`src/rtl/gktrq_pkg.sv`:
```
// shared types, constants and tables for the gamepad key qualifier
package gktrq_pkg;

	localparam int KEY_COUNT_DEF  = 20;
	localparam int TIMER_BITS_DEF = 24;
	localparam int KEY_W          = 20;
	localparam int BUTTON_W       = 16;
	localparam int BUTTON_KEYS    = 14;
	localparam int TRIG_W         = 8;
	localparam int STICK_W        = 16;
	localparam int STICK_LVL_W    = 15;
	localparam int ELAPSED_W      = 20;
	localparam int CFG_TIME_W     = 24;
	localparam int PADDR_W        = 5;
	localparam int PDATA_W        = 32;

	// key positions of the analog keys
	localparam int KEY_LT  = 14;
	localparam int KEY_RT  = 15;
	localparam int KEY_LSR = 16;
	localparam int KEY_LSL = 17;
	localparam int KEY_RSR = 18;
	localparam int KEY_RSL = 19;

	localparam logic [CFG_TIME_W-1:0]  DBL_WINDOW_RST  = CFG_TIME_W'(300000);
	localparam logic [CFG_TIME_W-1:0]  FIRST_DELAY_RST = CFG_TIME_W'(500000);
	localparam logic [CFG_TIME_W-1:0]  PERIOD_RST      = CFG_TIME_W'(100000);
	localparam logic [TRIG_W-1:0]      TRIG_LVL_RST    = TRIG_W'(230);
	localparam logic [STICK_LVL_W-1:0] STICK_LVL_RST   = STICK_LVL_W'(10000);

	typedef enum logic [PADDR_W-3:0] {
		REG_DBL_WINDOW  = 3'd0,
		REG_FIRST_DELAY = 3'd1,
		REG_PERIOD      = 3'd2,
		REG_TRIG_LVL    = 3'd3,
		REG_STICK_LVL   = 3'd4
	} cfg_reg_t;

	// button word mask for each of the digital keys, key 0 first
	localparam logic [BUTTON_W-1:0] BUTTON_MASK [BUTTON_KEYS] = '{
		16'h1000, 16'h0002, 16'h2000, 16'h0008, 16'h4000, 16'h0004, 16'h8000,
		16'h0001, 16'h0100, 16'h0200, 16'h0040, 16'h0080, 16'h0010, 16'h0020
	};

	typedef struct packed {
		logic [CFG_TIME_W-1:0]  dbl_window;
		logic [CFG_TIME_W-1:0]  first_delay;
		logic [CFG_TIME_W-1:0]  period;
		logic [TRIG_W-1:0]      trig_lvl;
		logic [STICK_LVL_W-1:0] stick_lvl;
	} cfg_t;

	typedef struct packed {
		logic down;
		logic tapped;
		logic released;
		logic dbl;
		logic rep;
	} lane_out_t;

endpackage

```
`src/rtl/gktrq_keys_if.sv`:
```
// qualified key result channel
interface gktrq_keys_if import gktrq_pkg::*; ();
	logic             valid;
	logic             ready;
	logic [KEY_W-1:0] down_keys;
	logic [KEY_W-1:0] tapped_keys;
	logic [KEY_W-1:0] released_keys;
	logic [KEY_W-1:0] double_tapped_keys;
	logic [KEY_W-1:0] repeat_keys;

	modport source (
		output valid, down_keys, tapped_keys, released_keys,
		output double_tapped_keys, repeat_keys,
		input  ready
	);
	modport sink (
		input  valid, down_keys, tapped_keys, released_keys,
		input  double_tapped_keys, repeat_keys,
		output ready
	);
endinterface

```
`src/rtl/gktrq_merge.sv`:
```
// gathers the lane results into one output beat register
module gktrq_merge import gktrq_pkg::*; #(
	parameter int LANES = KEY_COUNT_DEF
) (
	input  logic      clk,
	input  logic      arst_n,
	input  logic      step,
	input  lane_out_t lanes [LANES],
	gktrq_keys_if.source keys
);
	logic             valid_q;
	logic [KEY_W-1:0] down_s1, tapped_s1, released_s1, dbl_s1, rep_s1;
	logic [KEY_W-1:0] down_w, tapped_w, released_w, dbl_w, rep_w;

	// keys past the lane count stay up
	always_comb begin
		down_w     = '0;
		tapped_w   = '0;
		released_w = '0;
		dbl_w      = '0;
		rep_w      = '0;
		for (int i = 0; i < LANES; i++) begin
			down_w[i]     = lanes[i].down;
			tapped_w[i]   = lanes[i].tapped;
			released_w[i] = lanes[i].released;
			dbl_w[i]      = lanes[i].dbl;
			rep_w[i]      = lanes[i].rep;
		end
	end

	always_ff @(posedge clk or negedge arst_n) begin
		if (!arst_n) begin
			valid_q <= 1'b0;
		end else if (step) begin
			valid_q <= 1'b1;
		end else if (keys.ready) begin
			valid_q <= 1'b0;
		end
	end

	always_ff @(posedge clk) begin
		if (step) begin
			down_s1     <= down_w;
			tapped_s1   <= tapped_w;
			released_s1 <= released_w;
			dbl_s1      <= dbl_w;
			rep_s1      <= rep_w;
		end
	end

	assign keys.valid              = valid_q;
	assign keys.down_keys          = down_s1;
	assign keys.tapped_keys        = tapped_s1;
	assign keys.released_keys      = released_s1;
	assign keys.double_tapped_keys = dbl_s1;
	assign keys.repeat_keys        = rep_s1;
endmodule

```
`src/flat_wrapper.sv`:
```
// flat-port wrapper written by rule: the top's interface ports become plain ports
module gktrq_merge_flat import gktrq_pkg::*;
#(
	parameter int LANES = KEY_COUNT_DEF
)
  (clk, arst_n, step, lanes, keys_valid, keys_down_keys, keys_tapped_keys, keys_released_keys, keys_double_tapped_keys, keys_repeat_keys, keys_ready);
  gktrq_keys_if keys_i ();
  input  logic clk;
  input  logic arst_n;
  input  logic step;
  input  lane_out_t lanes[LANES];
  output wire logic [$bits(keys_i.valid)-1:0] keys_valid;
  output wire logic [$bits(keys_i.down_keys)-1:0] keys_down_keys;
  output wire logic [$bits(keys_i.tapped_keys)-1:0] keys_tapped_keys;
  output wire logic [$bits(keys_i.released_keys)-1:0] keys_released_keys;
  output wire logic [$bits(keys_i.double_tapped_keys)-1:0] keys_double_tapped_keys;
  output wire logic [$bits(keys_i.repeat_keys)-1:0] keys_repeat_keys;
  input wire logic [$bits(keys_i.ready)-1:0] keys_ready;
  assign keys_valid = keys_i.valid;
  assign keys_down_keys = keys_i.down_keys;
  assign keys_tapped_keys = keys_i.tapped_keys;
  assign keys_released_keys = keys_i.released_keys;
  assign keys_double_tapped_keys = keys_i.double_tapped_keys;
  assign keys_repeat_keys = keys_i.repeat_keys;
  assign keys_i.ready = keys_ready;
  gktrq_merge #(.LANES(LANES)) u_core (.clk(clk), .arst_n(arst_n), .step(step), .lanes(lanes), .keys(keys_i));
endmodule
```
`config.mk`:
```
export PLATFORM = sky130hd
export DESIGN_NAME = gktrq_merge_flat
export DESIGN_NICKNAME = d
export VERILOG_FILES = /design/src/rtl/gktrq_pkg.sv /design/src/rtl/gktrq_keys_if.sv /design/src/rtl/gktrq_merge.sv /design/src/flat_wrapper.sv
export SDC_FILE = /design/constraint.sdc
export NUM_CORES = 1
export LEC_CHECK = 0
export ABC_CLOCK_PERIOD_IN_PS = 800
export BUFFER_PORTS_ARGS = -buffer_cell sky130_fd_sc_hd__buf_2
export CAP_MARGIN = 20
export CORE_AREA = 10 10 77 145
export CTS_CLUSTER_DIAMETER = 200
export CTS_CLUSTER_SIZE = 8
export DETAILED_ROUTE_END_ITERATION = 7
export DIE_AREA = 0 0 87 155
export HOLD_SLACK_MARGIN = 0.03
export PLACE_DENSITY = 0.71
export SYNTH_ARGS = -nofsm -noshare
export SYNTH_HDL_FRONTEND = slang
export SYNTH_SLANG_ARGS = --single-unit
```
`constraint.sdc`:
```
create_clock -name clk -period 0.8 [get_ports clk]
set_clock_uncertainty 0.1 [all_clocks]
set_input_delay 0.12 -clock clk [delete_from_list [all_inputs] [get_ports clk]]
set_output_delay 0.12 -clock clk [all_outputs]
set_load 0.005 [all_outputs]
```
==> impl_metrics.py, run 1 <==
metrics = {
    "synth": {
        "yosysWarningCount": 0,
        "synth_top_cells_by_count": "edfxtp_1, a21o_1, dfrtp_1, inv_1",
        "postSynth.asyncResetShare_pct": 0.9901,
        "synth_top_area_share_pct": 98.81,
        "synth_edf_count": 100,
        "syn_nets": 207,
        "syn_inst": 103,
        "synth_seq_cells": 101,
        "ys.flop_type": "edfxtp_1",
        "yosysTopAreaCell": "edfxtp_1",
        "ys_seq_area_share_pct": 99.63,
        "synth_area_mm2": 0.003039,
        "syn_avg_cell_area_um2": 29.51,
        "synth.most_common_cell": "edfxtp_1",
        "synth_area_leaders": "edfxtp_1, dfrtp_1, a21o_1, inv_1",
        "synth_cell_types": 4,
    },
    "clock_network": {
        "cts_sinks": 101,
        "cts_root_buffer": "clkbuf_16",
        "cts_made_buffers": 9,
        "ctsHoldBuffers": 101,
        "clockBufferDepth": 2,
        "ctsResizeCount": 0,
        "cts_setup_buffers": 0,
        "htreeDepth": 3,
    },
    "placement": {
        "routabilityCongestion": 0.7509,
        "dpl.cell_count": 414,
        "port_buffers": 204,
        "place_hpwl_um": 7036,
    },
    "die": {
        "die_h_um": 155,
        "die_x_um": 87,
        "ios": 205,
        "num_rows": 49,
        "start_util_pct": 34.19,
    },
    "outcome": {
        "status": "stopped before the end",
        "error": "[ERROR RSZ-0060] Max buffer count reached.",
        "lastStage": "clock tree synthesis (4_1_cts)",
    },
}
==> logic make-up after synthesis <==
kind of cell | count (synthesis) | share of synthesized area [%]
AO/OA/AOI/OAI | 1 | 0.2471
buffers and inverters | 1 | 0.1234
flip-flops | 101 | 99.63
==> stage by stage <==
stage               TNS, ns  worst slack, ns  hold slack [ns]  instance area [µm²]
floorplan                 0          0.06908          -0.2756                 3039
global placement     -12.69          -0.1504          -0.2036                 4253
detailed placement   -14.33          -0.1650          -0.2039                 4253
==> inputs of run 2 (changes only) <==
==> config.mk (replaced) <==
export PLATFORM = sky130hd
export DESIGN_NAME = gktrq_merge_flat
export DESIGN_NICKNAME = d
export VERILOG_FILES = /design/src/rtl/gktrq_pkg.sv /design/src/rtl/gktrq_keys_if.sv /design/src/rtl/gktrq_merge.sv /design/src/flat_wrapper.sv
export SDC_FILE = /design/constraint.sdc
export NUM_CORES = 1
export LEC_CHECK = 0
export ABC_CLOCK_PERIOD_IN_PS = 1040
export BUFFER_PORTS_ARGS = -buffer_cell sky130_fd_sc_hd__buf_2
export CAP_MARGIN = 20
export CORE_AREA = 10 10 135 137
export DETAILED_ROUTE_END_ITERATION = 7
export DIE_AREA = 0 0 145 147
export PLACE_DENSITY_LB_ADDON = 0.15
export SYNTH_ARGS = -nofsm -noshare
export SYNTH_HDL_FRONTEND = slang
export SYNTH_SLANG_ARGS = --single-unit
==> constraint.sdc (replaced) <==
create_clock -name clk -period 1.04 [get_ports clk]
set_clock_uncertainty 0.1 [all_clocks]
set_input_delay 0.156 -clock clk [delete_from_list [all_inputs] [get_ports clk]]
set_output_delay 0.156 -clock clk [all_outputs]
set_load 0.005 [all_outputs]
==> run 2 against run 1 <==
Compared with the run above: the flow now finishes, with violations (setup timing); synthesized area did not move; synthesized cell count did not move.
==> impl_metrics.py, run 2 <==
metrics = {
    "worst_setup_path": {
        "crit_path_start_kind": "flop",
        "path_buf_inv": 1,
        "critical_path_class": "flop to output port",
        "crit_path_max_incr_delay_ns": 0.40,
        "cp-end-kind": "output port",
        "cp.required_ns": 0.78,
        "cp_max_fo": 1,
        "slowest_stage": "edfxtp_1",
        "crit_chain": "buf_2",
        "critPathArrivalTime_ns": 0.90,
        "crit_family": "flip-flops",
    },
    "clock_network": {
        "path_clk_slew_ns": 0.07,
        "cts_root_buffer": "clkbuf_16",
        "cts_made_buffers": 9,
        "htreeDepth": 3,
        "cts_sinks": 101,
        "clockBufferDepth": 2,
        "ctsResizeCount": 0,
        "cts_tree": "done",
        "clock_latency_ns": 0.34,
    },
    "die": {
        "die_area_mm2": 0.02132,
        "ios": 205,
        "die_h_um": 147,
        "start_util_pct": 19.49,
        "num_rows": 46,
        "die_x_um": 145,
        "coreArea_mm2": 0.01560,
    },
    "sta": {
        "rsz0062_at_grt": "true",
        "fmax_mhz": 865.3,
        "worst_pin_slew_ns": 0.2226,
        "hold_violations": 0,
        "relSlewSlack_pct": 85.16,
        "maxSlewViolCount": 0,
        "fin_crit_ns": 1.156,
        "finalWorstSetupSlack_ns": -0.1156,
        "final.setup.tns_ns": -6.154,
        "setup_viol": 101,
        "finalCritPeriodShare_pct": 111.1,
    },
    "layout": {
        "fin_nets": 531,
        "final_common_cell": "buf_2",
        "final_cell_mix": "buf_2, dlygate4sd3_1, edfxtp_1",
        "syn2layout_area_growth_pct": 88.23,
        "drive_gt1_share_pct": 52.08,
    },
    "synth": {
        "postSynth.asyncResetShare_pct": 0.9901,
        "yosysWarningCount": 0,
        "synth_top_cells_by_count": "edfxtp_1, a21o_1, dfrtp_1, inv_1",
        "ys.flop_type": "edfxtp_1",
        "syn_avg_cell_area_um2": 29.51,
        "syn_inst": 103,
        "ys_seq_area_share_pct": 99.63,
        "synth_top_area_share_pct": 98.81,
        "synth.most_common_cell": "edfxtp_1",
        "syn_nets": 207,
        "synth_area_mm2": 0.003039,
        "synth_area_leaders": "edfxtp_1, dfrtp_1, a21o_1, inv_1",
        "synth_cell_types": 4,
        "yosysTopAreaCell": "edfxtp_1",
        "synth_edf_count": 100,
        "synth_seq_cells": 101,
    },
    "power_and_ir_drop": {
        "total_power_mw": 9.123,
        "cellLeakagePower_nw": 2.404,
        "power.density_mw_per_mm2": 1595,
        "vdd_drop_max_uv": 664.4,
    },
    "drt": {
        "route.detailed.drc": 0,
        "drtIter0Drc": 89,
        "num_vias": 2259,
        "viasPerCell": 3.481,
        "drtAntennaViolNets": 0,
        "wl_um": 10080,
        "wl_per_cell_um": 15.53,
        "dr.pass1.iters": 3,
    },
    "global_route": {
        "grt_pass1_wl_um": 15940,
        "grt_max_degree": 40,
        "grt_pass1_vias": 2808,
        "track_usage_pct": 9.656,
        "grt_antenna_before_repair": 1,
        "grt.overflow.total": 0,
    },
    "placement": {
        "routabilityCongestion": 0.7118,
        "place_hpwl_um": 7559,
        "port_buffers": 204,
    },
    "run": {
        "cap_violations": 0,
    },
    "hold_path": {
        "min_path_type": "input port to flop",
    },
    "outcome": {
        "failed_checks": "setup timing",
        "status": "finished with violations",
    },
}
run 2: cell counts after synthesis:
No cell type changed its count.
run 2: path summary, 6_finish.rpt:
check / start / end / slack [ns] / depth (start not counted)
setup / recovery: u_core.keys.tapped_keys[2] / keys_tapped_keys[2] / -0.12 / 1
hold reg to reg: u_core.keys.valid / u_core.keys.valid / 0.49 / 2
min in group asynchronous: arst_n / u_core.keys.valid / 0.53 / 3
max in group asynchronous: arst_n / u_core.keys.valid / 0.21 / 3
hold / removal: step / u_core.keys.double_tapped_keys[11] / 0.03 / 1
setup reg to reg: u_core.keys.valid / u_core.keys.valid / 0.17 / 2
run 2: cell families after synthesis:
family          synth area share [%]
buf+inv                       0.1234
compound gates                0.2471
flops                          99.63
run 2: cell type report:
cell class	instances	area (µm²)
diodes	1	2.502
clock buffers	9	225.2
clock inverters	7	58.81
fillers	1494	9877
inverters	1	3.754
multi-input cells	1	7.507
flip-flops and latches	101	3028
well taps	216	270.3
repair buffers	313	2125
run 2: power breakdown:
group | switching, mW | internal [mW] | leakage [nW]
combinational | 0.396 | 0.610 | 1.28
clock | 1.56 | 1.66 | 0.133
sequential | 0.0738 | 4.83 | 0.989
total | 2.03 | 7.09 | 2.40
run 2: timing repair:
action,in CTS,in global routing
buffers inserted,1,0
setup endpoints to repair,101,101
hold buffers,103,0
cloned,0,0
pin swaps,0,0
endpoints found under the hold margin,102,0
run 2: per-stage QoR:
stage | hold WS (ns) | instance area (µm²) | util (%) | cells | setup WS [ns]
6_report | 0.02838 | 5720 | 36.68 | 649 | -0.1156
3_3_place_gp | -0.1642 | 4395 | 28.18 | 528 | 0.01210
2_1_floorplan | -0.2396 | 3039 | - | 103 | 0.3091
3_5_place_dp | -0.1682 | 4395 | 28.18 | 528 | 0.005105
4_1_cts | 0.01608 | 5718 | 36.66 | 648 | -0.1571
5_1_grt | 0.01790 | 5720 | 36.68 | 649 | -0.1744
run 2: metal layers:
| metal | GRT usage (%) | routed length [µm] |
|---|---|---|
| met1 | 9.259 | 3619 |
| met2 | 15.96 | 4943 |
| met3 | 6.572 | 1323 |
| met4 | 3.933 | 193 |
| met5 | 0 | 0 |
(Power assumes the default switching activity.)
