===== src/rtl/gktrq_pkg.sv =====
// shared types, constants and tables for the gamepad key qualifier
package gktrq_pkg;

	localparam int KEY_COUNT_DEF  = 20;
	localparam int TIMER_BITS_DEF = 24;
	localparam int KEY_W          = 20;
	localparam int BUTTON_W       = 16;
	localparam int BUTTON_KEYS    = 14;
	localparam int TRIG_W         = 8;
	localparam int STICK_W        = 16;
	localparam int STICK_LVL_W    = 15;
	localparam int ELAPSED_W      = 20;
	localparam int CFG_TIME_W     = 24;
	localparam int PADDR_W        = 5;
	localparam int PDATA_W        = 32;

	// key positions of the analog keys
	localparam int KEY_LT  = 14;
	localparam int KEY_RT  = 15;
	localparam int KEY_LSR = 16;
	localparam int KEY_LSL = 17;
	localparam int KEY_RSR = 18;
	localparam int KEY_RSL = 19;

	localparam logic [CFG_TIME_W-1:0]  DBL_WINDOW_RST  = CFG_TIME_W'(300000);
	localparam logic [CFG_TIME_W-1:0]  FIRST_DELAY_RST = CFG_TIME_W'(500000);
	localparam logic [CFG_TIME_W-1:0]  PERIOD_RST      = CFG_TIME_W'(100000);
	localparam logic [TRIG_W-1:0]      TRIG_LVL_RST    = TRIG_W'(230);
	localparam logic [STICK_LVL_W-1:0] STICK_LVL_RST   = STICK_LVL_W'(10000);

	typedef enum logic [PADDR_W-3:0] {
		REG_DBL_WINDOW  = 3'd0,
		REG_FIRST_DELAY = 3'd1,
		REG_PERIOD      = 3'd2,
		REG_TRIG_LVL    = 3'd3,
		REG_STICK_LVL   = 3'd4
	} cfg_reg_t;

	// button word mask for each of the digital keys, key 0 first
	localparam logic [BUTTON_W-1:0] BUTTON_MASK [BUTTON_KEYS] = '{
		16'h1000, 16'h0002, 16'h2000, 16'h0008, 16'h4000, 16'h0004, 16'h8000,
		16'h0001, 16'h0100, 16'h0200, 16'h0040, 16'h0080, 16'h0010, 16'h0020
	};

	typedef struct packed {
		logic [CFG_TIME_W-1:0]  dbl_window;
		logic [CFG_TIME_W-1:0]  first_delay;
		logic [CFG_TIME_W-1:0]  period;
		logic [TRIG_W-1:0]      trig_lvl;
		logic [STICK_LVL_W-1:0] stick_lvl;
	} cfg_t;

	typedef struct packed {
		logic down;
		logic tapped;
		logic released;
		logic dbl;
		logic rep;
	} lane_out_t;

endpackage


===== src/rtl/gktrq_keymap.sv =====
// maps a raw gamepad snapshot onto the key bit vector
module gktrq_keymap import gktrq_pkg::*; (
	input  logic [BUTTON_W-1:0]       button_bits,
	input  logic [TRIG_W-1:0]         left_trigger,
	input  logic [TRIG_W-1:0]         right_trigger,
	input  logic signed [STICK_W-1:0] left_stick_x,
	input  logic signed [STICK_W-1:0] right_stick_x,
	input  cfg_t                      cfg,
	output logic [KEY_W-1:0]          keys
);
	logic signed [STICK_W-1:0] lvl_pos;
	logic signed [STICK_W-1:0] lvl_neg;

	assign lvl_pos = signed'({1'b0, cfg.stick_lvl});
	assign lvl_neg = -lvl_pos;

	always_comb begin
		for (int i = 0; i < BUTTON_KEYS; i++) begin
			keys[i] = |(button_bits & BUTTON_MASK[i]);
		end
		keys[KEY_LT]  = left_trigger > cfg.trig_lvl;
		keys[KEY_RT]  = right_trigger > cfg.trig_lvl;
		keys[KEY_LSR] = left_stick_x > lvl_pos;
		keys[KEY_LSL] = left_stick_x < lvl_neg;
		keys[KEY_RSR] = right_stick_x > lvl_pos;
		keys[KEY_RSL] = right_stick_x < lvl_neg;
	end
endmodule


===== config.mk =====
export PLATFORM = sky130hd
export DESIGN_NAME = gktrq_keymap
export DESIGN_NICKNAME = d
export VERILOG_FILES = /design/src/rtl/gktrq_pkg.sv /design/src/rtl/gktrq_keymap.sv
export SDC_FILE = /design/constraint.sdc
export NUM_CORES = 1
export LEC_CHECK = 0
export BUFFER_PORTS_ARGS = -buffer_cell sky130_fd_sc_hd__buf_4
export CORE_ASPECT_RATIO = 0.7
export CORE_UTILIZATION = 25
export DETAILED_ROUTE_END_ITERATION = 8
export PLACE_DENSITY_LB_ADDON = 0.05
export SYNTH_ARGS = -nofsm -noshare
export SYNTH_HDL_FRONTEND = slang
export SYNTH_SLANG_ARGS = --single-unit

===== constraint.sdc =====
create_clock -name vclk -period 8.25
set_input_delay 0.4125 -clock vclk [all_inputs]
set_output_delay 0.4125 -clock vclk [all_outputs]
set_load 0.02 [all_outputs]

; Word level (Yosys, flattened, before mapping)
; Cells that the tools add are included.
[word_totals]
input_bits = 159
wordCells = 7
regBits = 0
out_inout_bits = 20
[classes]
n_addsub = 1
magnitude_cmp = 6
[ops]
columns = operator, count
row1 = 16-bit > comparator, 2
row2 = 16-bit less-than comparator, 2
row3 = 8-bit > comparator, 2
row4 = 15-bit negator with 16-bit output, 1

; Depth between registers and ports, before layout
; Gate-level depths: netlist of the first run.
[depth]
ltp_word = 2
depth_mapped = 14
depth_no_buf = 14

; Worst setup path after synthesis of the first run
; Ideal clock, no wire load.
[synth_path]
kind = input -> output
startpoint = input cfg[0] (netlist bit)
endpoint = output keys[19]
slack_ns = 4.922
arrival_time_ns = 2.916
n_path_buf = 0
cell_stages = 12
t_required_ns = 7.837
path_cell_list = or4_1 > or3_2 > nor3_1 > xnor2_1 > ha_1 > nand2_1 > nor2_1 > o211ai_1 > a31oi_1 > a31oi_1 > nand4b_1 > o22ai_1
[synth_between]
elab_chain_cells = 2
[synth_rtl]
columns = element, line_no
row1 = start: declaration, gktrq_keymap.sv:8  ; input cfg_t cfg,
row2 = 15-bit negator with 16-bit output, gktrq_keymap.sv:15  ; assign lvl_neg = -lvl_pos;
row3 = 16-bit less-than comparator, gktrq_keymap.sv:26  ; keys[KEY_RSL] = right_stick_x < lvl_neg;
row4 = end: declaration, gktrq_keymap.sv:9  ; output logic [KEY_W-1:0] keys
; Every way passes these cells.

; Worst setup path in the final report of the first run
[layout_path]
startpoint = input cfg[0] (netlist bit)
endpoint = output keys[17]
[layout_between]
elab_chain_cells = 2
[layout_rtl]
columns = element, line_no
row1 = 15-bit negator with 16-bit output, gktrq_keymap.sv:15
row2 = 16-bit less-than comparator, gktrq_keymap.sv:24  ; keys[KEY_LSL] = left_stick_x < lvl_neg;
; Every way passes these cells.

==> results of run 1 <==
## routing by layer
metal | up-vias | global-route usage [%]
met4 | 0 | 0.4054
met2 | 51 | 20.63
li1 | 1118 | -
met5 | - | 0
met3 | 2 | 0.8494
met1 | 868 | 22.90
## cells by family (layout without fill, tap and decap cells)
kind of cell | Yosys count | in the layout
xor gates and xnor gates | 14 | 14
muxes | 1 | 1
buffers and inverters | 42 | 105
and+or+nand+nor | 77 | 77
AOI/OAI and AO/OA | 62 | 62
adders and majority gates | 75 | 75
## critical path: cells and delay by family
| kind | cells | cell delay [ns] |
|---|---|---|
| simple gates | 6 | 1.85 |
| fa+ha+maj | 1 | 0.32 |
| compound gates | 2 | 0.31 |
| buf+inv | 2 | 0.29 |
| mux | 1 | 0.29 |
## placed cells by master, fill, tap and decap left out, types with 10 or more instances in the layout
cell type and n:
inv_1 28, xnor2_1 10, buf_4 77, nor2_1 15
o21ai_0 15, nand2_1 15, a21oi_1 16, ha_1 73
nor2b_1 10, nand3_1 12
## worst max path at each step
stage | start | end | cells after the start
6_report | cfg[0] | keys[17] | 12
2_1_floorplan | cfg[0] | keys[19] | 12
3_5_place_dp | cfg[0] | keys[17] | 12
3_3_place_gp | cfg[1] | keys[17] | 13
4_1_cts | cfg[0] | keys[17] | 12
5_1_grt | cfg[0] | keys[17] | 12
## layout make-up
class / instances / area share [%]
multi-input cells: 229 / 69.92
well taps: 101 / 4.695
inverters: 28 / 3.905
repair buffers: 77 / 21.48
## stage by stage
| step | instances | power [mW] |
|---|---|---|
| 5_1_grt | 435 | 0.1522 |
| 3_5_place_dp | 435 | 0.1330 |
| 3_3_place_gp | 435 | 0.1332 |
| 4_1_cts | 435 | 0.1338 |
| 2_1_floorplan | 271 | 0.08434 |
| 6_report | 435 | 0.1313 |
## power groups by stage
stage                     Clock, mW  Sequential (mW)  Combinational [mW]
after global placement            0                0               0.133
after global routing              0                0               0.152
after floorplan                   0                0              0.0843
final                             0                0               0.131
after CTS                         0                0               0.134
after detailed placement          0                0               0.133
==> results.txt, run 1 <==
outcome = complete, but fails checks
failing checks = DRC
max cap viols = 0
vias in the first global route = 2,059
DP HPWL = 5712 um
Net Sw Frac = 49.06%
CTS resizes = 0
worst slack, placed = 4.358 ns
die width = 111.3 um
Syn Area/Cell = 7.720 um2
Cell Area, Placed = 2691 um2
Net Sw Power = 0.06439 mW
DRT met1 WL = 3452 um
Netlist Area Pre-Place = 2092 um2
period utilisation layout = 46.97%
top post-synthesis cells by area = ha_1, buf_4, inv_1
cell with the most instances after synthesis = ha_1
Worst Path Arrival = 3.46 ns
WL met3 = 370 um
final WL = 6003 um
Min-Delay Endpoint = keys[1]
CP required = 7.84 ns
Layout area overhead = 28.65%
Slew Viols, Final = 0
Mapped Cells = 271
critical path capture point type = output port
n_diodes = 0
leading area contributor after synthesis = ha_1
Initial Utilization = 26.24%
Peak VDD IR = 0.00001549 V
internal power = 0.06686 mW
first-pass GRT wire length = 10,090 um
hold path start = button_bits[1]
CP Class = input port to output port
largest family of logic cells by synthesized area = adder cells
Clk pwr share = 0%
Core Region = 7973 um2
Total Neg Setup Slack = 0 ns
IO Port Bufs = 77
setup ws final = 4.375 ns
site row count = 27
critical path's slowest cell = or4_1
post-route minimum period = 3.875 ns
slew margin rel. = 53.77%
top-area cell type share of the netlist area = 43.66%
critical path's most frequent cell = buf_4
largest net degree at the start of global routing = 7
Multi-input gate area = 1882 um2
hold depth = 0
post-route core utilization = 33.76%
# IOs = 179
multiplexer area fraction after synthesis = 0.5383%
Hold Vio Cnt, Final = 0
Post-CTS Setup Inserts = 0
Worst Tran Pin Value = 0.6886 ns
nets@finish = 568
Setup violations, final = 0
Comb pwr share = 100.0%
DRT Pass-1 Iters = 6
Reg area = 0 um2
Max FO, Critical Path = 5
critical-path cell list = buf_4 -> or4_1 -> or3_2 -> o21ai_0 -> nand2_1 -> ha_1 -> and3_1 -> nand3_1 -> nor4_1 -> a21oi_1 -> mux2_2 -> buf_4
Critical Path Max Stage Delay = 0.64 ns
P per Cell Area = 48.77 nW/um2
syn_nets = 503
Via Count = 2,039
filler instances = 872
post-DR wirelength/cell = 13.80 um
Seq cells = 0
Final Wtd Congestion = 0.7401
commonest cells in the netlist = ha_1, inv_1, a21oi_1
sequential share of the synthesized area = 0%
Die Area = 8744 um2
Synth Area in Adders = 44.68%
DR top layer = met4
Design Area, Final = 2691 um2
Compound-Gate Fraction of Synth Area = 18.78%
Worst Hold Slack = 0.8250 ns
DIE HEIGHT = 78.54 um
simple logic cell fraction of the synthesized area = 20.10%
Max Fclk = 0.2581 GHz
HP Class = input port to output port
cts hold-fix bufs = 0
power share of the sequential group = 0%
Layout clock buffers = 0
Synth Area in XOR/XNOR = 5.861%
RSZ-0062 raised after global routing = no
Startpoint Class = input port
met2 routed WL = 2177 um
GRT Overall Usage = 14.11%
gr ovfl total = 0
leak pwr = 1.402 nW
Synthesis Warnings = 0
post-synth cell types = 41
drt initial violations = 79
drt via density = 4.687
layout cell share with drive strength beyond 1 = 25.15%
initial antenna violation count = 0
DRC viols = 22
ANT nets after route = 0
Note: power is estimated with default switching activity, not from simulation.
==> run 2: changes to the inputs <==
- clock period: 8.25 -> 3.55 ns (I/O delays scaled with it)
==> run 2 against run 1 <==
Largest power group unchanged. Largest cell class unchanged. Via count down 0.15%. Critical endpoint unchanged. The run still ends with DRC left. Count of clock-buffer cells in the layout is the same. Critical path depth stayed put.
==> results.txt, run 2 (synthesis gave the netlist of run 1 again) <==
site row count = 27
Cell Area, Placed = 2714 um2
ANT nets after route = 0
post-route minimum period = 3.323 ns
# IOs = 179
DP HPWL = 5743 um
Tot Pwr = 0.3072 mW
nets@finish = 571
post-route core utilization = 34.04%
RSZ-0062 raised after global routing = no
CP Class = input port to output port
failing checks = DRC
Layout clock buffers = 0
initial antenna violation count = 0
slew margin rel. = 51.26%
largest net degree at the start of global routing = 7
HP Class = input port to output port
vias in the first global route = 2,119
commonest non-fill, non-tap cell in the layout = buf_4
gr ovfl total = 0
commonest non-fill, non-tap cells in the layout = buf_4, ha_1, inv_1
max cap viols = 0
setup ws final = 0.2274 ns
n_diodes = 0
layout cell share with drive strength beyond 1 = 25.82%
Setup violations, final = 0
Worst Path Arrival = 3.15 ns
CP required = 3.37 ns
hold depth = 0
DRC viols = 22
first-pass GRT wire length = 10,140 um
cts hold-fix bufs = 0
final WL = 6049 um
Layout area overhead = 29.72%
Reg area = 0 um2
Max Fclk = 0.3010 GHz
GRT Overall Usage = 14.20%
CTS resizes = 0
die width = 111.3 um
drt via density = 4.648
leak pwr = 1.415 nW
Core Region = 7973 um2
post-DR wirelength/cell = 13.81 um
Worst Hold Slack = 0.3550 ns
Design Area, Final = 2714 um2
DIE HEIGHT = 78.54 um
placed cell count = 438
Max FO, Critical Path = 4
Via Count = 2,036
Total Neg Setup Slack = 0 ns
outcome = complete, but fails checks
Startpoint Class = input port
fin cells = 438
Final Wtd Congestion = 0.7421
Seq cells = 0
P per Cell Area = 113.2 nW/um2
Worst Tran Pin Value = 0.7259 ns
Peak VDD IR = 0.00003549 V
Post-CTS Setup Inserts = 0
DRT Pass-1 Iters = 6
worst slack, placed = 0.2195 ns
IO Port Bufs = 77
drt initial violations = 88
Slew Viols, Final = 0
Die Area = 8744 um2
Initial Utilization = 26.24%
period utilisation layout = 93.59%
critical path capture point type = output port
Hold Vio Cnt, Final = 0
[run 2: changes by cell type in the layout (fill, tap and decap cells not counted), sizes merged]
cell,delta
buf,+3
[run 2: power by group]
group          total [mW]  switching, mW  internal, mW
clock network           0              0             0
registers               0              0             0
logic               0.307          0.150         0.157
[run 2: metal layers]
| layer | wire, um | global-route usage (%) | vias to the layer above |
|---|---|---|---|
| met5 | 0 | 0 | - |
| met4 | 2 | 0.4054 | 0 |
| met3 | 376 | 1.081 | 2 |
| met2 | 2239 | 21.13 | 55 |
| met1 | 3430 | 22.62 | 858 |
| li1 | - | - | 1121 |
[run 2: final cells by class]
type	instances	area, um2
Tap cell	101	126.4
Inverter	28	105.1
Timing Repair Buffer	80	600.6
Fill cell	862	5259
Multi-Input combinational cell	229	1882
[run 2: final timing paths]
check                 startpoint  endpoint  slack (ns)
setup / recovery          cfg[7]  keys[17]        0.23
hold / removal    button_bits[1]   keys[1]        0.36
[run 2: worst max-delay path: stages]
cell     delay, ns
buf_4         0.13
or4_4         0.57
or3_2         0.50
o21ai_0       0.17
nand2_1       0.15
ha_1          0.32
and3_1        0.17
nand3_1       0.10
nor4_1        0.29
a21oi_1       0.11
mux2_2        0.29
buf_4         0.16
==> run 3: changes to the inputs <==
- CELL_PAD_IN_SITES_DETAIL_PLACEMENT: unset -> 1
- CELL_PAD_IN_SITES_GLOBAL_PLACEMENT: unset -> 2
- CORE_ASPECT_RATIO: 0.7 -> 1.25
- CORE_UTILIZATION: 25 -> 17
==> run 3 against run 2 <==
The run now ends clean. Critical path depth increased by 2. Sequential share of layout area unchanged. Wire length increased by 20%. Cell count increased by 14%. Die area increased by 46%. Count of clock-buffer cells in the layout unchanged. Flip-flop and latch count unchanged. Setup slack got worse by 0.034 ns. Via count increased by 2.7%. Largest cell class unchanged. Largest power group unchanged.
==> results.txt, run 3 (synthesis gave the netlist of run 1 again) <==
outcome = complete, no violations
post-route minimum period = 3.356 ns
fin cells = 498
site row count = 44
DP HPWL = 6907 um
Clk pwr share = 0%
Total Neg Setup Slack = 0 ns
Layout clock buffers = 0
Layout area overhead = 33.61%
layout cell share with drive strength beyond 1 = 26.11%
Reg area = 0 um2
Worst Tran Pin Value = 0.5859 ns
critical path's slowest cell = or4_4
leak pwr = 1.416 nW
GRT Overall Usage = 11.31%
commonest non-fill, non-tap cells in the layout = buf_4, ha_1, inv_1
critical-path cell list = buf_4 -> or4_4 -> or3_2 -> nor3_1 -> xnor2_1 -> ha_1 -> nand2_1 -> nor2_1 -> o211ai_1 -> a31oi_1 -> a31oi_1 -> nand4b_1 -> o22ai_1 -> buf_4
Max FO, Critical Path = 4
HP Class = input port to output port
largest net degree at the start of global routing = 7
Via Count = 2,091
vias in the first global route = 2,222
internal power = 0.1586 mW
commonest non-fill, non-tap cell in the layout = buf_4
gr ovfl total = 0
# IOs = 179
placed cell count = 498
Slew Viols, Final = 0
max cap viols = 0
Worst Path Arrival = 3.18 ns
ANT nets after route = 0
nets@finish = 571
period utilisation layout = 94.55%
Max Fclk = 0.2979 GHz
initial antenna violation count = 0
hold path start = button_bits[5]
Worst Hold Slack = 0.3550 ns
CP required = 3.37 ns
CP Class = input port to output port
drt initial violations = 25
DIE HEIGHT = 126.0 um
Final Wtd Congestion = 0.7134
Startpoint Class = input port
Core Region = 11,780 um2
IO Port Bufs = 77
critical path capture point type = output port
Net Sw Power = 0.1588 mW
slew margin rel. = 60.66%
Die Area = 12,760 um2
die width = 101.2 um
Setup violations, final = 0
DRC viols = 0
Comb pwr share = 100.0%
cts hold-fix bufs = 0
drt via density = 4.199
Initial Utilization = 17.76%
hold depth = 0
first-pass GRT wire length = 11,180 um
Critical Path Max Stage Delay = 0.57 ns
Min-Delay Endpoint = keys[13]
post-DR wirelength/cell = 14.57 um
Hold Vio Cnt, Final = 0
RSZ-0062 raised after global routing = no
Peak VDD IR = 0.00002887 V
post-route core utilization = 23.73%
power share of the sequential group = 0%
Seq cells = 0
final WL = 7258 um
DRT Pass-1 Iters = 4
Post-CTS Setup Inserts = 0
Net Sw Frac = 50.02%
n_diodes = 0
CTS resizes = 0
P per Cell Area = 113.6 nW/um2
filler instances = 1,459
-- run 3: cell counts in the layout (fill, tap and decap cells not counted) --
Identical to the previous run, type by type.
-- run 3: area by class of cell --
class | instances | area [um2] | share of cell area, %
repair buffers | 80 | 600.6 | 21.49
inverters | 28 | 105.1 | 3.760
well taps | 161 | 201.4 | 7.207
multi-input cells | 229 | 1888 | 67.55
-- run 3: power by group through the flow --
stage	clock, mW	combinational, mW	sequential (mW)
CTS	0	0.327	0
finish	0	0.317	0
detailed placement	0	0.324	0
floorplan	0	0.196	0
global placement	0	0.321	0
global route	0	0.367	0
-- run 3: stage by stage --
step	worst slack, ns	power, mW	area, um2
3_3_place_gp	0.1603	0.3208	2789
2_1_floorplan	0.6916	0.1960	2092
3_5_place_dp	0.1435	0.3240	2789
4_1_cts	0.1406	0.3270	2789
5_1_grt	0.0008171	0.3670	2795
6_report	0.1935	0.3174	2795
-- run 3: layer usage --
layer  part of all wire, %  GRT usage (%)
met3                   4.3         0.8879
met2                    50          20.93
met5                     0              0
met1                    46          14.91
met4                     0        0.08525
-- run 3: critical path, delay by kind of cell --
kind | cells | cell delay, ns
adder cells (fa/ha/maj) | 1 | 0.30
XOR/XNOR | 1 | 0.15
AO/OA/AOI/OAI | 4 | 0.60
buffers and inverters | 2 | 0.29
AND/OR/NAND/NOR | 6 | 1.65
-- run 3: worst max-delay path by stage --
| stage | start | to | slack [ns] | depth (start not counted) |
|---|---|---|---|---|
| after global placement | cfg[7] | keys[19] | 0.16 | 14 |
| after detailed placement | cfg[7] | keys[17] | 0.14 | 12 |
| after CTS | cfg[7] | keys[17] | 0.14 | 12 |
| final | cfg[7] | keys[19] | 0.19 | 14 |
| after floorplan | cfg[0] | keys[19] | 0.69 | 12 |
| after global routing | cfg[7] | keys[17] | 0.0008 | 12 |
