[src/rtl/gktrq_pkg.sv]
// shared types, constants and tables for the gamepad key qualifier
package gktrq_pkg;

	localparam int KEY_COUNT_DEF  = 20;
	localparam int TIMER_BITS_DEF = 24;
	localparam int KEY_W          = 20;
	localparam int BUTTON_W       = 16;
	localparam int BUTTON_KEYS    = 14;
	localparam int TRIG_W         = 8;
	localparam int STICK_W        = 16;
	localparam int STICK_LVL_W    = 15;
	localparam int ELAPSED_W      = 20;
	localparam int CFG_TIME_W     = 24;
	localparam int PADDR_W        = 5;
	localparam int PDATA_W        = 32;

	// key positions of the analog keys
	localparam int KEY_LT  = 14;
	localparam int KEY_RT  = 15;
	localparam int KEY_LSR = 16;
	localparam int KEY_LSL = 17;
	localparam int KEY_RSR = 18;
	localparam int KEY_RSL = 19;

	localparam logic [CFG_TIME_W-1:0]  DBL_WINDOW_RST  = CFG_TIME_W'(300000);
	localparam logic [CFG_TIME_W-1:0]  FIRST_DELAY_RST = CFG_TIME_W'(500000);
	localparam logic [CFG_TIME_W-1:0]  PERIOD_RST      = CFG_TIME_W'(100000);
	localparam logic [TRIG_W-1:0]      TRIG_LVL_RST    = TRIG_W'(230);
	localparam logic [STICK_LVL_W-1:0] STICK_LVL_RST   = STICK_LVL_W'(10000);

	typedef enum logic [PADDR_W-3:0] {
		REG_DBL_WINDOW  = 3'd0,
		REG_FIRST_DELAY = 3'd1,
		REG_PERIOD      = 3'd2,
		REG_TRIG_LVL    = 3'd3,
		REG_STICK_LVL   = 3'd4
	} cfg_reg_t;

	// button word mask for each of the digital keys, key 0 first
	localparam logic [BUTTON_W-1:0] BUTTON_MASK [BUTTON_KEYS] = '{
		16'h1000, 16'h0002, 16'h2000, 16'h0008, 16'h4000, 16'h0004, 16'h8000,
		16'h0001, 16'h0100, 16'h0200, 16'h0040, 16'h0080, 16'h0010, 16'h0020
	};

	typedef struct packed {
		logic [CFG_TIME_W-1:0]  dbl_window;
		logic [CFG_TIME_W-1:0]  first_delay;
		logic [CFG_TIME_W-1:0]  period;
		logic [TRIG_W-1:0]      trig_lvl;
		logic [STICK_LVL_W-1:0] stick_lvl;
	} cfg_t;

	typedef struct packed {
		logic down;
		logic tapped;
		logic released;
		logic dbl;
		logic rep;
	} lane_out_t;

endpackage

[src/rtl/gktrq_lane.sv]
// per-key tap, double-tap and auto-repeat tracker
module gktrq_lane import gktrq_pkg::*; #(
	parameter int TIMER_BITS = TIMER_BITS_DEF
) (
	input  logic                 clk,
	input  logic                 arst_n,
	input  logic                 step,
	input  logic                 connected,
	input  logic                 key_raw,
	input  logic [ELAPSED_W-1:0] elapsed,
	input  cfg_t                 cfg,
	output lane_out_t            res
);
	localparam int SW = ((TIMER_BITS > ELAPSED_W) ? TIMER_BITS : ELAPSED_W) + 1;
	localparam int CW = (TIMER_BITS > CFG_TIME_W) ? TIMER_BITS : CFG_TIME_W;

	logic [TIMER_BITS-1:0] since_q, hold_q;
	logic                  pend_q, cur_q, dbl_q, rep_q;

	logic [SW-1:0]         tmax_w, since_sum, hold_sum;
	logic [TIMER_BITS-1:0] since_sat, hold_sat, since_d, hold_d;
	logic [CFG_TIME_W-1:0] limit;
	logic                  cur_d, tap, held, in_window, fire;
	logic                  pend_d, dbl_d, rep_d;

	assign tmax_w    = SW'({TIMER_BITS{1'b1}});
	assign since_sum = SW'(since_q) + SW'(elapsed);
	assign hold_sum  = SW'(hold_q) + SW'(elapsed);
	assign since_sat = (since_sum > tmax_w) ? {TIMER_BITS{1'b1}} : since_sum[TIMER_BITS-1:0];
	assign hold_sat  = (hold_sum > tmax_w) ? {TIMER_BITS{1'b1}} : hold_sum[TIMER_BITS-1:0];

	assign cur_d     = connected & key_raw;
	assign tap       = cur_d & ~cur_q;
	assign held      = cur_d & cur_q;
	assign in_window = CW'(since_sat) <= CW'(cfg.dbl_window);
	assign limit     = pend_q ? cfg.first_delay : cfg.period;
	assign fire      = CW'(hold_sat) > CW'(limit);

	always_comb begin
		since_d = tap ? '0 : since_sat;
		hold_d  = hold_q;
		pend_d  = pend_q;
		dbl_d   = dbl_q;
		rep_d   = rep_q;
		if (connected) begin
			dbl_d = tap & in_window;
			rep_d = tap | (held & fire);
			if (tap) begin
				hold_d = '0;
				pend_d = 1'b1;
			end else if (held) begin
				hold_d = fire ? '0 : hold_sat;
				pend_d = pend_q & ~fire;
			end
		end
	end

	always_ff @(posedge clk or negedge arst_n) begin
		if (!arst_n) begin
			since_q <= '1;
			hold_q  <= '0;
			pend_q  <= 1'b0;
			cur_q   <= 1'b0;
			dbl_q   <= 1'b0;
			rep_q   <= 1'b0;
		end else if (step) begin
			since_q <= since_d;
			hold_q  <= hold_d;
			pend_q  <= pend_d;
			cur_q   <= cur_d;
			dbl_q   <= dbl_d;
			rep_q   <= rep_d;
		end
	end

	assign res.down     = cur_d;
	assign res.tapped   = tap;
	assign res.released = cur_q & ~cur_d;
	assign res.dbl      = dbl_d;
	assign res.rep      = rep_d;
endmodule

[config.mk]
export PLATFORM = sky130hd
export DESIGN_NAME = gktrq_lane
export DESIGN_NICKNAME = d
export VERILOG_FILES = /design/src/rtl/gktrq_pkg.sv /design/src/rtl/gktrq_lane.sv
export SDC_FILE = /design/constraint.sdc
export NUM_CORES = 1
export LEC_CHECK = 0
export BUFFER_PORTS_ARGS = -buffer_cell sky130_fd_sc_hd__buf_2
export CORE_MARGIN = 2
export CORE_UTILIZATION = 52
export CTS_BUF_LIST = sky130_fd_sc_hd__clkbuf_2
export CTS_CLUSTER_DIAMETER = 120
export CTS_CLUSTER_SIZE = 24
export DETAILED_ROUTE_END_ITERATION = 7
export HOLD_SLACK_MARGIN = 0.12
export MAX_ROUTING_LAYER = met4
export PLACE_DENSITY = 0.8
export SKIP_CTS_REPAIR_TIMING = 1
export SYNTH_ARGS = -nofsm -noshare
export SYNTH_HDL_FRONTEND = slang
export SYNTH_SLANG_ARGS = --single-unit
export TNS_END_PERCENT = 50
[constraint.sdc]
create_clock -name clk -period 6.45 [get_ports clk]
set_input_delay 0.9675 -clock clk [delete_from_list [all_inputs] [get_ports clk]]
set_output_delay 0.9675 -clock clk [all_outputs]
set_load 0.03 [all_outputs]
# --- Yosys cells after proc, flatten, opt, wreduce, memory -nomap -nowiden ---
# Index checks and enable logic that the tools add are counted.
word_totals:
  register_bits: 52
op_classes:
  addsub: 2
  n_reduce_logical: 2
  order_cmp: 4
  bitwise_logic: 11
  mux: 11
op_table:
  columns: ["operator", "count"]
  rows:
  - ["$mux W24", 7]
  - ["$add A24 B20 Y25", 2]
  - ["$gt A25 B24 Y1 const B", 2]
  - ["$gt A24 B24 Y1", 1]
  - ["$le A24 B24 Y1", 1]
  - ["$and A1 B1 Y1", 7]
  - ["$mux W1", 4]
  - ["$not A1 Y1", 3]
  - ["$reduce_and A3 Y1", 1]
  - ["$reduce_bool A2 Y1", 1]
  - ["$or A1 B1 Y1", 1]

# --- Longest topological paths before layout ---
# Gate-level depths: netlist of run 1.
logic_depth:
  depth_word: 8
  ltp_mapped: 22
  ltp_nobuf: 20

# --- Least setup slack after synthesis of run 1 ---
# Ideal clock, no wire load.
synth_path:
  path_kind: "input to output"
  start: "input port elapsed[7]"
  end: "output port res[0] (netlist bit)"
  arrival_ns: 5.310
  stages: 20
  setup_slack_ns: 0.173
  required_time_ns: 5.483
  cell_sequence: "ha_1 -> nand2_1 -> or4b_1 -> o211ai_1 -> a21oi_1 -> o21ba_2 -> o31a_1 -> clkbuf_1 -> nor2_1 -> inv_1 -> ha_1 -> a2111oi_0 -> o21ai_0 -> a221o_1 -> a31oi_1 -> a22o_1 -> nand2_1 -> clkbuf_1 -> a22o_1 -> buf_4"
synth_via:
  elab_chain_cells: 7
synth_rtl:
  columns: ["item", "line_no", "rtl"]
  rows:
  - ["start: declaration", "gktrq_lane.sv:10", "input logic [ELAPSED_W-1:0] elapsed,"]
  - ["$add A24 B20 Y25 *", "gktrq_lane.sv:28", "assign hold_sum = SW'(hold_q) + SW'(elapsed);"]
  - ["$gt A25 B24 Y1", "gktrq_lane.sv:30", "assign hold_sat = (hold_sum > tmax_w) ? {TIMER_BITS{1'b1}} : hold_sum[TIMER_BITS-1:0];"]
  - ["$mux W24 *", "gktrq_lane.sv:30", null]
  - ["$gt A24 B24 Y1 *", "gktrq_lane.sv:37", "assign fire = CW'(hold_sat) > CW'(limit);"]
  - ["$and A1 B1 Y1 *", "gktrq_lane.sv:47", "rep_d = tap | (held & fire);"]
  - ["$or A1 B1 Y1 *", "gktrq_lane.sv:47", null]
  - ["$mux W1 *", "gktrq_lane.sv:45", "if (connected) begin"]
  - ["end: declaration", "gktrq_lane.sv:12", "output lane_out_t res"]
# Every way passes the cells marked *; elsewhere a longest branch is shown, timed or not.

==> flow_metrics.env, run 1 <==
export IMPL_slew_violations=0
export IMPL_synth_flop_cell="dfrtp_1"
export IMPL_regArea_sq_um=1330
export IMPL_status="completed"
export IMPL_drive_above_1_share_pct=20.6
export IMPL_syn_num_nets=945
export IMPL_cp_data_arrival_time_ns=5.24
export IMPL_cts_tree="built"
export IMPL_r2r_cells=19
export IMPL_dieArea_sq_um=12200
export IMPL_drv_cap=0
export IMPL_clk_pin_slew_ns=0.25
export IMPL_startpoint_type="primary input"
export IMPL_antenna_found_initial=0
export IMPL_fmax_ghz=0.161
export IMPL_coreArea_sq_um=10900
export IMPL_htreeDepth=2
export IMPL_worstReg2RegStart="hold_q[7]"
export IMPL_multi_input_area_sq_um=4150
export IMPL_clock_root_buffer="clkbuf_2"
export IMPL_synth_area_mux_share_pct=4.29
export IMPL_cts_sinks=52
export IMPL_grt_max_degree=53
export IMPL_grtUsageMet1_pct=30.1
export IMPL_die_h_um=111
export IMPL_buffer_ports_inserted=101
export IMPL_finalHoldWorstSlack_ns=0.498
export IMPL_drc=0
export IMPL_hold_class="flip-flop to flip-flop"
export IMPL_drtIter0Drc=308
export IMPL_hpwl_um=11200
export IMPL_antenna_left=0
export IMPL_worst_path_max_delay_cell="or4b_1"
export IMPL_num_vias=5550
export IMPL_syn_area_sq_um=5900
export IMPL_netlist_instances=735
export IMPL_fin_cells=973
export IMPL_ir_drop_v=0.000153
export IMPL_critical_path_max_stage_delay_ns=0.47
export IMPL_synth_top_cell_area_share_pct=18.7
export IMPL_fp_dieW_um=111
export IMPL_finalHoldViolCount=0
export IMPL_crit_required_ns=5.48
export IMPL_maxSlewHeadroom_pct=55.2
export IMPL_cp_common_cell="nand2_1"
export IMPL_area_delta_synth_final_pct=12.9
export IMPL_grt_usage_pct=23.4
export IMPL_start_util_pct=53.9
export IMPL_post_dp_cell_area_sq_um=6560
export IMPL_ys_warn_count=0
export IMPL_synth_simple_area_share_pct=14.3
export IMPL_cts_buffers=5
export IMPL_met2_usage_pct=40.4
export IMPL_critPathMaxFanout=5
export IMPL_worst_slew_pin_slew_ns=0.671
export IMPL_synth_top_family_by_area="compound AO/OA/AOI/OAI gates"
export IMPL_synth_area_leaders="ha_1 (19%), dfrtp_1 (12%), dfstp_2 (11%)"
export IMPL_min_to="since_q[12]"
export IMPL_ys_seq_elements=52
export IMPL_use_met3_pct=2.31
export IMPL_diodes=0
export IMPL_p_total_w=0.00230
export IMPL_ios=125
export IMPL_post_route_period_util_pct=96.2
export IMPL_startpoint="elapsed[7]"
export IMPL_synth_adder_area_share_pct=19.3
export IMPL_hold_depth=2
export IMPL_ys_seq_area_share_pct=22.6
export IMPL_synth_edf_count=0
export IMPL_worstPathCellList="buf_2, ha_1, nand2_1, or4b_1, o211ai_1, a21oi_2, o21ba_2, o31a_1, buf_4, nor2_1, inv_1, ha_1, and4_1, nand2_1, nor4_2, o31ai_1, a22o_1, nand2_1, a22o_1, buf_2"
export IMPL_powerDensity_nw_per_um2=345
export IMPL_gp_congestion=0.933
export IMPL_rows=38
export IMPL_synth_compound_area_share_pct=27.0
export IMPL_placedCellCount=964
export IMPL_first_global_vias=5308
export IMPL_setup_viol=0
export IMPL_post_route_min_period_ns=6.20
export IMPL_clk_latency_ns=0.43
export IMPL_final_core_util_pct=60.9
export IMPL_clock_skew_final_ns=0.0256
export IMPL_criticalPathCategory="primary input to output port"
export IMPL_p_leak_nw=3.57
export IMPL_end_kind="output port"
export IMPL_fin_nets=1042
export IMPL_ys_types=68
export IMPL_avgSynthCellArea_sq_um=8.02
export IMPL_routed_wl_um=14100
export IMPL_globalRoute_totalOverflow=0
export IMPL_synth_xor_area_share_pct=5.05
export IMPL_grt_busiest_layer="met2"
export IMPL_routed_via_density=5.70
export IMPL_post_drt_wl_per_cell_um=14.5
export IMPL_cts_buffer_depth=2
export IMPL_fillers=1012
export IMPL_drt_pass1_iterations=4
export IMPL_hp_start="since_q[12]"
export IMPL_grt_pass1_wl_um=23500
export IMPL_fin_area_sq_um=6660
export IMPL_synthArstFlopShare_pct=100
export IMPL_worst_r2r_setup_slack_ns=1.61
export IMPL_reg2reg_to="hold_q[20]"
export IMPL_yosysTopAreaCell="ha_1"
==> synth_stat cells (13+ instances only) <==
library cell and count:
ha_1 88, inv_1 84, a21oi_1 68, nand2_1 67
nor2_1 59, o21ai_0 36, dfrtp_1 28, dfstp_2 24
mux2i_1 23, a21o_1 21, clkbuf_1 20, xnor2_1 19
o22ai_1 17, xor2_1 15, o31ai_1 13
==> kinds of logic (layout without fill, tap and decap cells) <==
kind of cell	Yosys count	after routing
DFF	52	52
xor gates and xnor gates	34	34
AOI/OAI and AO/OA	239	239
adders and majority gates	90	90
muxes	25	25
and+or+nand+nor	184	184
buffers and inverters	111	209
==> registers in the layout, indices dropped and copies added (netlist names) <==
name     count
pend_q       1
dbl_q        1
cur_q        1
since_q     24
hold_q      24
rep_q        1
==> per-layer routing <==
layer  vias up  share of wire [%]
li1       2840                  -
met1      2611                 46
met2        87                 49
met3        12                3.3
met4         0                1.2
met5         -                  0
==> worst max path at each step <==
| stage | to | cells after the start |
|---|---|---|
| 2_1_floorplan | res[0] | 20 |
| 3_3_place_gp | res[0] | 20 |
| 3_5_place_dp | res[0] | 20 |
| 4_1_cts | res[0] | 20 |
| 5_1_grt | res[0] | 20 |
| 6_report | res[0] | 20 |
==> cells in the final DEF, fill, tap and decap left out, types with 8 or more instances in the layout <==
master      n
a211oi_1    8
a21o_1     21
a21oi_1    67
a31oi_1    10
buf_2     101
buf_4      15
dfrtp_1    28
dfstp_2    24
ha_1       88
inv_1      84
mux2i_1    23
nand2_1    67
nand3_1    10
nand4_1    11
nor2_1     59
nor2b_1    11
o211ai_1    8
o21a_1     11
o21ai_0    35
o22ai_1    17
o31ai_1    13
xnor2_1    19
xor2_1     15
==> area by class of cell <==
class                      count  share of cell area [%]
timing repair buffer         116                    9.28
tap                          140                    2.63
multi-input combinational    572                    62.3
clock inverter                 2                   0.526
clock buffer                   6                   0.451
inverter                      85                    4.79
sequential                    52                    20.0
==> critical path: cells and delay by family <==
kind	cells	cell delay, ns
simple gates	7	1.50
compound gates	7	1.58
buf+inv	4	0.56
fa+ha+maj	2	0.61
==> through the flow <==
step	worst slack, ns	TNS [ns]
after floorplan	0.173	0
after global placement	0.219	0
after detailed placement	0.264	0
after CTS	0.219	0
after global routing	-0.0164	-0.0164
final	0.247	0
==> where the power goes <==
part | total [W] | switching [W] | leakage [nW] | internal [W]
clock | 0.000178 | 0.000112 | 0.0430 | 0.0000666
combinational | 0.00159 | 0.000886 | 2.90 | 0.000700
sequential | 0.000532 | 0.0000648 | 0.624 | 0.000467
Note: power is estimated with default switching activity, not from simulation.
==> inputs of run 2 (changes only) <==
- CORE_UTILIZATION: 52 -> 58
- PLACE_DENSITY: 0.8 -> 0.84
- clock period: 6.45 -> 6.99 ns (I/O delays scaled with it)
==> run 2 against run 1 <==
Effect of this change:
- core utilization is 6.0 points higher
- clock power is 7% lower
- first-iteration DRC count is 8.1% lower
- clock-buffer cell count is 1 lower
- sequential cell count stayed put
- critical path type unchanged
==> flow_metrics.env, run 2 (synthesis results as in run 1) <==
export IMPL_powerDensity_nw_per_um2=327
export IMPL_drive_above_1_share_pct=19.4
export IMPL_tns_ns=0
export IMPL_fp_dieW_um=105
export IMPL_num_vias=5776
export IMPL_grt_max_degree=53
export IMPL_fillers=872
export IMPL_cts_sinks=52
export IMPL_htreeDepth=2
export IMPL_buffer_ports_inserted=101
export IMPL_regArea_sq_um=1330
export IMPL_combinationalPowerShare_pct=68.6
export IMPL_first_global_vias=5802
export IMPL_finalHoldViolCount=0
export IMPL_die_h_um=105
export IMPL_cts_buffers=5
export IMPL_ios=125
export IMPL_post_route_min_period_ns=6.76
export IMPL_clock_root_buffer="clkbuf_2"
export IMPL_largestRegisters="hold_q (24), since_q (24)"
export IMPL_critPathMaxFanout=16
export IMPL_cts_tree="built"
export IMPL_p_total_w=0.00215
export IMPL_drv_cap=0
export IMPL_cts_buffer_depth=2
export IMPL_routed_wl_um=15300
export IMPL_routed_via_density=6.04
export IMPL_drtIter0Drc=283
export IMPL_clock_skew_final_ns=0.0133
export IMPL_fin_nets=1033
export IMPL_post_route_period_util_pct=96.7
export IMPL_multi_input_area_sq_um=4140
export IMPL_p_leak_nw=3.53
export IMPL_mostFrequentLayoutCells="buf_2 (101), ha_1 (88), inv_1 (84)"
export IMPL_post_drt_wl_per_cell_um=16.0
export IMPL_diodes=0
export IMPL_setup_viol=0
export IMPL_crit_required_ns=5.94
export IMPL_criticalPathCategory="primary input to output port"
export IMPL_final_core_util_pct=66.9
export IMPL_slew_violations=0
export IMPL_start_util_pct=60.1
export IMPL_ir_drop_v=0.000210
export IMPL_antenna_left=0
export IMPL_grt_usage_pct=29.4
export IMPL_status="completed"
export IMPL_mostFrequentLayoutCell="buf_2"
export IMPL_drc=0
export IMPL_worst_slew_pin_slew_ns=1.21
export IMPL_drt_pass1_iterations=5
export IMPL_startpoint_type="primary input"
export IMPL_hold_class="flip-flop to flip-flop"
export IMPL_area_delta_synth_final_pct=11.4
export IMPL_pwr_share_seq_pct=23.6
export IMPL_coreArea_sq_um=9820
export IMPL_swShare_pct=47.1
export IMPL_p_switching_w=0.00101
export IMPL_clk_pin_slew_ns=0.29
export IMPL_fmax_ghz=0.148
export IMPL_globalRoute_totalOverflow=0
export IMPL_maxSlewHeadroom_pct=19.0
export IMPL_clkPwrFrac_pct=7.7
export IMPL_antenna_found_initial=0
export IMPL_dieArea_sq_um=11000
export IMPL_hpwl_um=12100
export IMPL_end_kind="output port"
export IMPL_rsz0062_at_grt="no"
export IMPL_p_int_w=0.00113
export IMPL_clk_latency_ns=0.46
export IMPL_cp_data_arrival_time_ns=5.71
export IMPL_grt_pass1_wl_um=26200
export IMPL_gp_congestion=0.940
export IMPL_rows=36
## run 2: worst paths after layout
path / startpoint / endpoint / slack [ns] / cells past startpoint
hold / removal: since_q[6] / since_q[6] / 0.50 / 2
max in group asynchronous: arst_n / dbl_q / 5.85 / 2
min in group asynchronous: arst_n / hold_q[10] / 0.67 / 2
setup / recovery: elapsed[7] / res[0] / 0.23 / 19
setup reg to reg: hold_q[7] / hold_q[15] / 1.78 / 19
hold reg to reg: since_q[6] / since_q[6] / 0.50 / 2
## run 2: power by group through the flow
stage	clock [W]	combinational [W]	sequential, W
after floorplan	0	0.00115	0.000476
after global placement	0	0.00137	0.000504
after detailed placement	0	0.00144	0.000511
after CTS	0.000167	0.00146	0.000506
after global routing	0.000175	0.00167	0.000520
final	0.000166	0.00147	0.000507
## run 2: worst max-delay path, stage by stage
cell       delay (ns)
buf_2            0.13
ha_1             0.36
nand2_1          0.12
or4b_1           0.48
o211ai_1         0.26
a21oi_1          0.17
o21ba_2          0.24
o31a_2           0.49
nor2_1           0.18
inv_1            0.06
ha_1             0.31
a2111oi_1        0.38
o21ai_0          0.15
a221o_1          0.32
a31oi_1          0.22
a22o_1           0.27
nand2_1          0.12
a22o_1           0.22
buf_2            0.17
## run 2: stage by stage
step	cell area [sq um]	instances	setup WS (ns)	hold WS, ns
2_1_floorplan	5900	735	0.551	0.449
3_3_place_gp	6490	949	0.348	0.464
3_5_place_dp	6490	949	0.249	0.468
4_1_cts	6560	957	0.220	0.499
5_1_grt	6570	957	0.0402	0.516
6_report	6570	957	0.228	0.500
## run 2: routing by layer
layer / global-route usage (%) / up-vias / share of wire, %
li1: - / 2812 / -
met1: 35.7 / 2758 / 43
met2: 50.6 / 170 / 49
met3: 3.49 / 36 / 4.7
met4: 9.71 / 0 / 2.6
met5: - / - / 0
## run 2: final cells by class
type / count / area share [%]
well taps: 133 / 2.53
repair buffers: 107 / 8.38
clock inverters: 3 / 0.571
inverters: 85 / 4.86
multi-input cells: 572 / 63.0
clock buffers: 5 / 0.381
flip-flops and latches: 52 / 20.3
==> inputs of run 3 (changes only) <==
- clock period: 6.99 -> 6.3 ns (I/O delays scaled with it)
==> run 3 against run 2 <==
Effect of this change:
- clock skew rose by 0.015 ns
- final cell count rose by 1.0%
- clock power fell by 15%
- core utilization rose by 1.4 points
- combinational power rose by 14%
- wire length rose by 0.41%
- total power rose by 10%
- clock-buffer cell count rose by 1
- via count fell by 0.88%
- worst setup slack got worse by 0.099 ns
- sequential cell count did not move
- sequential share of layout area fell by 0.40 points
==> flow_metrics.env, run 3 (synthesis results as in run 1) <==
export IMPL_tns_ns=0
export IMPL_coreArea_sq_um=9820
export IMPL_clock_root_buffer="clkbuf_2"
export IMPL_ir_drop_v=0.000261
export IMPL_maxSlewHeadroom_pct=53.1
export IMPL_hpwl_um=12200
export IMPL_cts_tree="built"
export IMPL_drt_pass1_iterations=4
export IMPL_criticalPathCategory="primary input to output port"
export IMPL_mostFrequentLayoutCells="buf_2 (100), ha_1 (85), inv_1 (84)"
export IMPL_diodes=0
export IMPL_ios=125
export IMPL_status="completed"
export IMPL_end_kind="output port"
export IMPL_post_drt_wl_per_cell_um=15.9
export IMPL_drv_cap=0
export IMPL_worstPathCellList="buf_2, ha_4, nand2_2, or4b_4, o211ai_1, a21oi_2, o21ba_2, o31a_1, buf_6, nor2_4, inv_1, ha_1, a2111oi_2, o21ai_1, a221o_1, a31oi_2, a22o_1, nand2_2, a22o_1, buf_4"
export IMPL_p_leak_nw=3.58
export IMPL_largestRegisters="hold_q (24), since_q (24)"
export IMPL_fmax_ghz=0.162
export IMPL_fillers=885
export IMPL_clk_latency_ns=0.46
export IMPL_cp_data_arrival_time_ns=5.23
export IMPL_fin_cells=967
export IMPL_crit_family="compound AO/OA/AOI/OAI gates"
export IMPL_placedCellCount=958
export IMPL_buffer_ports_inserted=101
export IMPL_routed_via_density=5.92
export IMPL_slew_violations=0
export IMPL_fin_nets=1043
export IMPL_area_delta_synth_final_pct=13.6
export IMPL_globalRoute_totalOverflow=0
export IMPL_hold_depth=2
export IMPL_cts_buffers=5
export IMPL_dieArea_sq_um=11000
export IMPL_clk_pin_slew_ns=0.25
export IMPL_drc=0
export IMPL_fp_dieW_um=105
export IMPL_critPathMaxFanout=5
export IMPL_r2r_cells=19
export IMPL_critical_path_max_stage_delay_ns=0.46
export IMPL_grt_pass1_wl_um=26000
export IMPL_setup_viol=0
export IMPL_fin_area_sq_um=6700
export IMPL_antenna_found_initial=0
export IMPL_hold_class="flip-flop to flip-flop"
export IMPL_p_total_w=0.00237
export IMPL_first_global_vias=5798
export IMPL_critical_path_buf_inv_count=4
export IMPL_grt_usage_pct=29.2
export IMPL_crit_required_ns=5.35
export IMPL_rows=36
export IMPL_gp_congestion=0.950
export IMPL_worst_path_max_delay_cell="or4b_4"
export IMPL_clock_skew_final_ns=0.0287
export IMPL_post_route_period_util_pct=98.0
export IMPL_finalHoldWorstSlack_ns=0.501
export IMPL_startpoint_type="primary input"
export IMPL_cts_sinks=52
export IMPL_grt_max_degree=53
export IMPL_powerDensity_nw_per_um2=354
export IMPL_num_vias=5725
export IMPL_die_h_um=105
export IMPL_drtIter0Drc=316
export IMPL_htreeDepth=2
export IMPL_finalHoldViolCount=0
export IMPL_cts_buffer_depth=2
export IMPL_start_util_pct=60.1
export IMPL_path_depth=20
export IMPL_routed_wl_um=15400
export IMPL_antenna_left=0
export IMPL_worst_slew_pin_slew_ns=0.703
export IMPL_post_route_min_period_ns=6.17
export IMPL_mostFrequentLayoutCell="buf_2"
export IMPL_post_dp_cell_area_sq_um=6560
export IMPL_drive_above_1_share_pct=22.2
## run 3: cell count changes in the layout (fill, tap and decap cells not counted), sizes merged
cell | before | now
buf | 107 | 117
clkbuf | 5 | 6
bufinv | 1 | 0
## run 3: worst paths after layout
path / slack (ns) / endpoint / start
worst max register to register: 1.40 / hold_q[15] / hold_q[4]
min in group asynchronous: 0.56 / hold_q[2] / arst_n
max in group asynchronous: 5.27 / hold_q[7] / arst_n
worst min register to register: 0.50 / since_q[7] / since_q[7]
worst max-delay path: 0.13 / res[0] / elapsed[7]
worst min-delay path: 0.50 / since_q[7] / since_q[7]
## run 3: area by class of cell
type                       instances  area (sq um)  area share [%]
multi-input combinational        572          4220            62.9
sequential                        52          1330            19.9
timing repair buffer             117           632            9.43
inverter                          85           319            4.76
tap                              133           166            2.48
clock buffer                       6          30.0           0.448
clock inverter                     2          7.51           0.112
## run 3: per-layer routing
layer	part of all wire (%)	vias to the layer above	GRT usage, %
li1	-	2842	-
met1	43	2714	35.4
met2	51	134	50.7
met3	3.8	35	3.37
met4	2.7	0	9.52
met5	0	-	-
## run 3: report_power, final
group / switching [W] / internal [W] / leakage (nW)
Sequential: 0.0000753 / 0.000479 / 0.624
Combinational: 0.000940 / 0.000734 / 2.92
Clock: 0.000115 / 0.0000266 / 0.0281
Total: 0.00113 / 0.00124 / 3.58
## run 3: worst register-to-register path, stage by stage, from the launching register on
cell and delay (ns):
dfrtp_1 0.47, ha_1 0.23, or4b_4 0.55, o211ai_1 0.31
a21oi_2 0.15, o21ba_2 0.23, o31a_1 0.38, buf_6 0.17
nor2_4 0.10, inv_1 0.05, ha_1 0.20, a2111oi_2 0.36
o21ai_1 0.14, a221o_1 0.35, a31oi_2 0.20, a22o_1 0.26
nand2_2 0.09, buf_4 0.22, a211oi_1 0.29, a21o_1 0.12
## run 3: stage by stage
step	setup slack [ns]	util (%)
floorplan	0.0677	-
global placement	0.124	66.8
detailed placement	0.0421	66.8
CTS	0.00742	67.2
global route	-0.0986	68.2
finish	0.129	68.2
